**src/design/escape_time_fractal_iterator_defines.svh**
```systemverilog
// ----------------------------------------------------------------------------
// Escape-time fractal iterator: assertion macros
// Concurrent assertion wrappers. Defining SYNTH turns them into nothing.
// ----------------------------------------------------------------------------
`ifndef ESCAPE_TIME_FRACTAL_ITERATOR_DEFINES_SVH
`define ESCAPE_TIME_FRACTAL_ITERATOR_DEFINES_SVH

`ifndef SYNTH

// ante holds -> cons holds in the same cycle
`define ETFI_ASSERT_IMPL(label, clk, rst_n, ante, cons, msg) \
    label: assert property (@(posedge clk) disable iff (!rst_n) (ante) |-> (cons)) \
        else $error(msg);

// ante holds -> cons holds in the next cycle
`define ETFI_ASSERT_NEXT(label, clk, rst_n, ante, cons, msg) \
    label: assert property (@(posedge clk) disable iff (!rst_n) (ante) |=> (cons)) \
        else $error(msg);

`else

`define ETFI_ASSERT_IMPL(label, clk, rst_n, ante, cons, msg)
`define ETFI_ASSERT_NEXT(label, clk, rst_n, ante, cons, msg)

`endif

`endif

```
**src/design/etfi_pkg.sv**
```systemverilog
// ----------------------------------------------------------------------------
// etfi_pkg
// Widths, codes and types shared by the escape-time fractal iterator.
// ----------------------------------------------------------------------------
package etfi_pkg;

    localparam int FRAC_BITS  = 28;
    localparam int ITER_BITS  = 16;

    localparam int C_W        = 32;               // c fields
    localparam int OP_W       = C_W + 1;          // multiplier operand
    localparam int PROD_W     = 2 * OP_W;         // multiplier product
    localparam int Z_W        = C_W + 2;          // z right after an update
    localparam int ZB_W       = FRAC_BITS + 3;    // z once known to be within 2
    localparam int D_W        = FRAC_BITS + 4;    // difference of two bounded values
    localparam int SQ_W       = 2 * FRAC_BITS + 3; // square of bounded z
    localparam int DIST_W     = 2 * FRAC_BITS + 5; // square of a difference

    localparam int STRIDE     = 20;
    localparam int STRIDE_W   = 5;

    localparam int MODE_W     = 2;
    localparam int LIMIT_W    = 16;
    localparam int EPS_W      = 31;
    localparam int CFG_IDX_W  = 2;
    localparam int CFG_DATA_W = 31;
    localparam int INDEX_W    = 16;
    localparam int OUTCOME_W  = 2;

    localparam logic [MODE_W-1:0] MODE_MANDEL  = 2'd0;
    localparam logic [MODE_W-1:0] MODE_TRICORN = 2'd1;
    localparam logic [MODE_W-1:0] MODE_SHIP    = 2'd2;

    localparam logic [OUTCOME_W-1:0] OUT_ESCAPED  = 2'd0;
    localparam logic [OUTCOME_W-1:0] OUT_LIMIT    = 2'd1;
    localparam logic [OUTCOME_W-1:0] OUT_INSIDE   = 2'd2;
    localparam logic [OUTCOME_W-1:0] OUT_PERIODIC = 2'd3;

    localparam logic [CFG_IDX_W-1:0] REG_MODE  = 2'd0;
    localparam logic [CFG_IDX_W-1:0] REG_LIMIT = 2'd1;
    localparam logic [CFG_IDX_W-1:0] REG_EPS   = 2'd2;

    typedef logic signed [OP_W-1:0]   operand_t;
    typedef logic signed [PROD_W-1:0] product_t;

endpackage

```
**src/design/etfi_mul.sv**
```systemverilog
// ----------------------------------------------------------------------------
// etfi_mul
// Shared signed multiplier with a registered product.
// ----------------------------------------------------------------------------
module etfi_mul (
    input  logic               clk,
    input  etfi_pkg::operand_t a,
    input  etfi_pkg::operand_t b,
    output etfi_pkg::product_t p
);

    etfi_pkg::product_t p_reg;

    always_ff @(posedge clk)
    begin
        p_reg <= etfi_pkg::PROD_W'(a) * etfi_pkg::PROD_W'(b);
    end

    assign p = p_reg;

endmodule

```
**config.mk**
```make
export PLATFORM = sky130hd
export DESIGN_NAME = etfi_mul
export DESIGN_NICKNAME = d
export VERILOG_FILES = /design/src/design/escape_time_fractal_iterator_defines.svh /design/src/design/etfi_pkg.sv /design/src/design/etfi_mul.sv
export SDC_FILE = /design/constraint.sdc
export NUM_CORES = 2
export LEC_CHECK = 0
export BUFFER_PORTS_ARGS = -buffer_cell sky130_fd_sc_hd__buf_4
export CAP_MARGIN = 10
export CORE_MARGIN = 4
export CORE_UTILIZATION = 30
export DETAILED_ROUTE_END_ITERATION = 10
export GPL_ROUTABILITY_DRIVEN = 0
export GPL_TIMING_DRIVEN = 0
export PLACE_DENSITY_LB_ADDON = 0.3
export SYNTH_ARGS = -nofsm -noshare
export SYNTH_HDL_FRONTEND = slang
export SYNTH_SLANG_ARGS = --single-unit
export TNS_END_PERCENT = 100
```
**constraint.sdc**
```tcl
create_clock -name clk -period 23.8 [get_ports clk]
set_input_delay 1.19 -clock clk [delete_from_list [all_inputs] [get_ports clk]]
set_output_delay 1.19 -clock clk [all_outputs]
set_load 0.05 [all_outputs]
```
After elaboration in Yosys (flattened, before gate mapping)

Cells that the tools add are included.

Input port bits: 67
Bits in registers: 66
Bits in latches: 0
Memories kept: 0
ROM bits: 0
Word-level logic and storage cells: 2
Memory bits (writable): 0

Reductions and logical operators: 0
Eq/ne operators: 0
Shift-type cells: 0
Add/subtract/negate cells: 0
Multipliers: 1
Bitwise gates (word level): 0
Order comparisons: 0
Div/mod/pow operators: 0
Mux-type cells: 0

Operators with widths:

| operator         | count |
|---|---|
| $mul A33 B33 Y66 | 1 |

Depth between registers and ports, before layout

Depth in word-level cells: 1
Depth in mapped cells: 27

Worst setup path after synthesis

Ideal clock, no wire load.

Kind: input to register
From: input a[32]
To: register p_reg[62] (netlist: p[62])
Arrival time: 8.347 ns
Path buffers: 2
Stages on the path: 23
Setup slack: 15.374 ns
Data required time: 23.721 ns
Library setup time: 0.079 ns
Path through: clkbuf_1 nand2_1 inv_1 fa_1 fa_1 fa_1 fa_1 fa_1 fa_1 fa_1 inv_1 fa_1 inv_1 ha_1 clkbuf_1 and3_1 nand3_1 nand2b_1 a2111oi_4 a211oi_4 a21o_2 a21o_1 a211oi_2

Cells in the longest elaborated chain, start to end: 1

RTL lines:

| item                 | RTL line       | RTL |
|---|---|---|
| start, declared      | etfi_mul.sv:7  | `input etfi_pkg::operand_t a,` |
| $mul A33 B33 Y66     | etfi_mul.sv:16 | `p_reg <= etfi_pkg::PROD_W'(a) * etfi_pkg::PROD_W'(b);` |
| end signal, assigned | etfi_mul.sv:16 |  |
| end, declared        | etfi_mul.sv:12 | `etfi_pkg::product_t p_reg;` |

Every way passes these cells.

Worst setup path after layout

From: input a[32]
To: register p_reg[58] (netlist: p[58])

The elaborated chain is that of the path after synthesis.

==> results.py <==
metrics = {
    "worst_setup_path": {
        "worstPathRequired_ps": 24090,
        "worstSetupPathType": "in -> reg",
        "path_max_fanout": 17,
        "startpoint_type": "input port",
        "endpoint_kind": "flop",
        "cp-startpoint": "a[32]",
        "worstPathArrival_ps": 10930,
    },
    "cts": {
        "clk_pin_slew_ps": 70,
        "cts_setup_buffers": 0,
        "cts_tree": "done",
        "cts.sinks": 66,
        "cts_buffers": 9,
        "clk_path_buf_depth": 2,
        "root_buffer": "clkbuf_16",
        "cts_hold_buffers": 0,
        "postCtsResizedCells": 0,
        "htree_levels": 3,
    },
    "finish": {
        "nFillCells": 14099,
        "nets": 5912,
        "multi_input_area_sq_mm": 0.0343,
        "seq_area_sq_mm": 0.00132,
        "largest_register_ffs": 66,
        "layout-drive-gt1-share": 0.0446,
        "area_delta_synth_final_pct": 8.90,
    },
    "die": {
        "rows": 134,
        "die-height_microns": 376,
        "start_util": 0.304,
        "dieArea_sq_mm": 0.142,
        "core_sq_mm": 0.134,
        "die_w_microns": 376,
        "pin_count": 133,
    },
    "global_route": {
        "grt_antenna_before_repair": 33,
        "groute.usage.overall": 0.223,
        "grt_max_degree": 20,
        "grt_pass1_wl_microns": 226000,
        "grt_pass1_vias": 32690,
        "gr-total-overflow": 0,
    },
    "detailed_routing": {
        "drt_iter0_drc": 2513,
        "drc": 0,
        "dr.pass1.iters": 5,
        "avgRoutedWirePerCell_microns": 24.6,
        "vias_per_cell": 4.86,
        "drtAntennaViolNets": 0,
        "vias": 30475,
        "routed_wl_microns": 155000,
    },
    "synth": {
        "syn_nets": 5767,
        "synth_edf_count": 0,
        "syn_inst": 4338,
        "ys_warn_count": 0,
        "postSynthAreaPerCell_sq_um": 9.39,
        "ys_async_sr_fraction": 0,
        "yosys.cell_types.count": 80,
        "synth_ff_type": "dfxtp_1",
        "synth-seq-area-share": 0.0324,
        "ys_seq_elements": 66,
        "netlist_area_sq_mm": 0.0407,
    },
    "sta": {
        "finalSetupTns_ps": 0,
        "finalCriticalPeriod_ps": 10640,
        "setup_viol": 0,
        "relSlewSlack": 0.167,
        "hold_ws_ps": 1140,
        "tightestPinTransition_ps": 1250,
        "max_freq_ghz": 0.0940,
        "finalHoldViolations": 0,
        "rsz0062_at_grt": "no",
        "slew_viol_final": 0,
        "post-route-period-util": 0.447,
    },
    "outcome": {
        "status": "finished clean",
    },
    "worst_hold_path": {
        "hold_path_end": "p[0]",
        "hold_path.class": "in -> reg",
        "min_path_cells": 2,
        "hp-start": "a[0]",
    },
    "placed_design": {
        "port_buffers": 132,
        "hpwl_microns": 132000,
    },
    "job": {
        "max_cap_viol_count": 0,
    },
}
==> kinds of logic after synthesis <==
logic type | Yosys count | share of synthesized area
adders and majority gates | 1362 | 0.629
buffers and inverters | 1352 | 0.125
and+or+nand+nor | 1271 | 0.158
AOI/OAI and AO/OA | 219 | 0.0407
xor gates and xnor gates | 68 | 0.0146
DFF | 66 | 0.0324
==> how the worst max path moves through the flow <==
stage,end,depth (start not counted)
global route,p[58],24
detailed placement,p[64],22
CTS,p[64],22
global placement,p[64],22
floorplan,p[62],23
finish,p[58],24
==> metrics by stage <==
step           cells  instance area, sq um  setup WS [ps]  utilization
2_1_floorplan   4338                 40700          15370            -
3_3_place_gp    6238                 43900          12440        0.328
3_5_place_dp    6239                 44000          12400        0.328
4_1_cts         6255                 44300          12830        0.330
5_1_grt         6261                 44300          12840        0.330
6_report        6275                 44400          13160        0.331
==> area by class of cell <==
cell class / instances / area share
plain buffers: 221 / 0.0192
clock buffers: 10 / 0.00539
clock inverters: 6 / 0.00203
inverters: 1131 / 0.0957
repair buffers: 134 / 0.0232
flip-flops and latches: 66 / 0.0298
diodes: 19 / 0.00107
well taps: 1768 / 0.0499
multi-input cells: 2920 / 0.774
==> routing by layer <==
metal | vias to the layer above | track usage | share of wire
li1 | 12664 | - | -
met1 | 15913 | 0.294 | 0.40
met2 | 1539 | 0.338 | 0.44
met3 | 339 | 0.0673 | 0.11
met4 | 20 | 0.101 | 0.054
met5 | - | 0 | 0.00081
==> layout by cell type (no fill, tap or decap), drive strengths merged, types with 6 or more instances in the layout <==
| cell type | instances |
|---|---|
| fa | 1145 |
| inv | 1131 |
| and2 | 563 |
| nand2 | 551 |
| clkbuf | 219 |
| ha | 217 |
| buf | 146 |
| nor2 | 68 |
| dfxtp | 66 |
| a21oi | 61 |
| xnor2 | 43 |
| a21o | 38 |
| o21ai | 33 |
| nand3 | 26 |
| xor2 | 25 |
| diode | 19 |
| nand2b | 12 |
| nand4 | 12 |
| o21bai | 11 |
| a211oi | 11 |
| a31oi | 9 |
| nor3 | 7 |
| o31ai | 7 |
| o21a | 6 |
| a211o | 6 |
| and3 | 6 |
==> Yosys cell counts (3+ instances only) <==
| library cell | n | area (sq um) |
|---|---|---|
| fa_1 | 1145 | 22900 |
| inv_1 | 1131 | 4250 |
| and2_1 | 562 | 3520 |
| nand2_1 | 551 | 2070 |
| ha_1 | 217 | 2720 |
| clkbuf_1 | 208 | 781 |
| nor2_1 | 68 | 255 |
| dfxtp_1 | 66 | 1320 |
| a21oi_1 | 57 | 285 |
| xnor2_1 | 43 | 377 |
| a21o_1 | 36 | 270 |
| nand3_1 | 25 | 125 |
| o21ai_0 | 25 | 125 |
| xor2_1 | 25 | 219 |
| nand2b_1 | 12 | 75.1 |
| buf_2 | 11 | 55.1 |
| nand4_1 | 11 | 68.8 |
| o21bai_1 | 11 | 82.6 |
| a31oi_1 | 8 | 50.1 |
| a211oi_1 | 7 | 52.6 |
| nor3_1 | 7 | 35.0 |
| a211o_1 | 6 | 52.6 |
| o21a_1 | 6 | 45.0 |
| o21ai_1 | 6 | 30.0 |
| and3_1 | 5 | 31.3 |
| and4_1 | 5 | 43.8 |
| nor2b_1 | 5 | 31.3 |
| o211ai_1 | 4 | 30.0 |
| a211oi_2 | 3 | 37.5 |
| a21oi_2 | 3 | 26.3 |
| o31ai_4 | 3 | 63.8 |
| or2_2 | 3 | 18.8 |
| or3_1 | 3 | 18.8 |
==> critical path: stages <==
cell and delay [ps]:
buf_4 140, clkbuf_1 830, nand2_1 220, inv_1 190
fa_1 520, fa_1 640, fa_1 710, fa_1 1330
fa_1 580, fa_1 530, fa_1 500, inv_1 60
fa_1 480, inv_1 50, ha_1 260, clkbuf_1 230
and3_1 250, nand3_1 130, nand2b_1 440, nor2_1 310
a211oi_4 720, a21oi_2 200, nor4b_2 280, a311oi_1 80
Power is left out: the tool's default activity adds up to more than one toggle a clock period on the data nets, which glitch-free logic cannot reach.
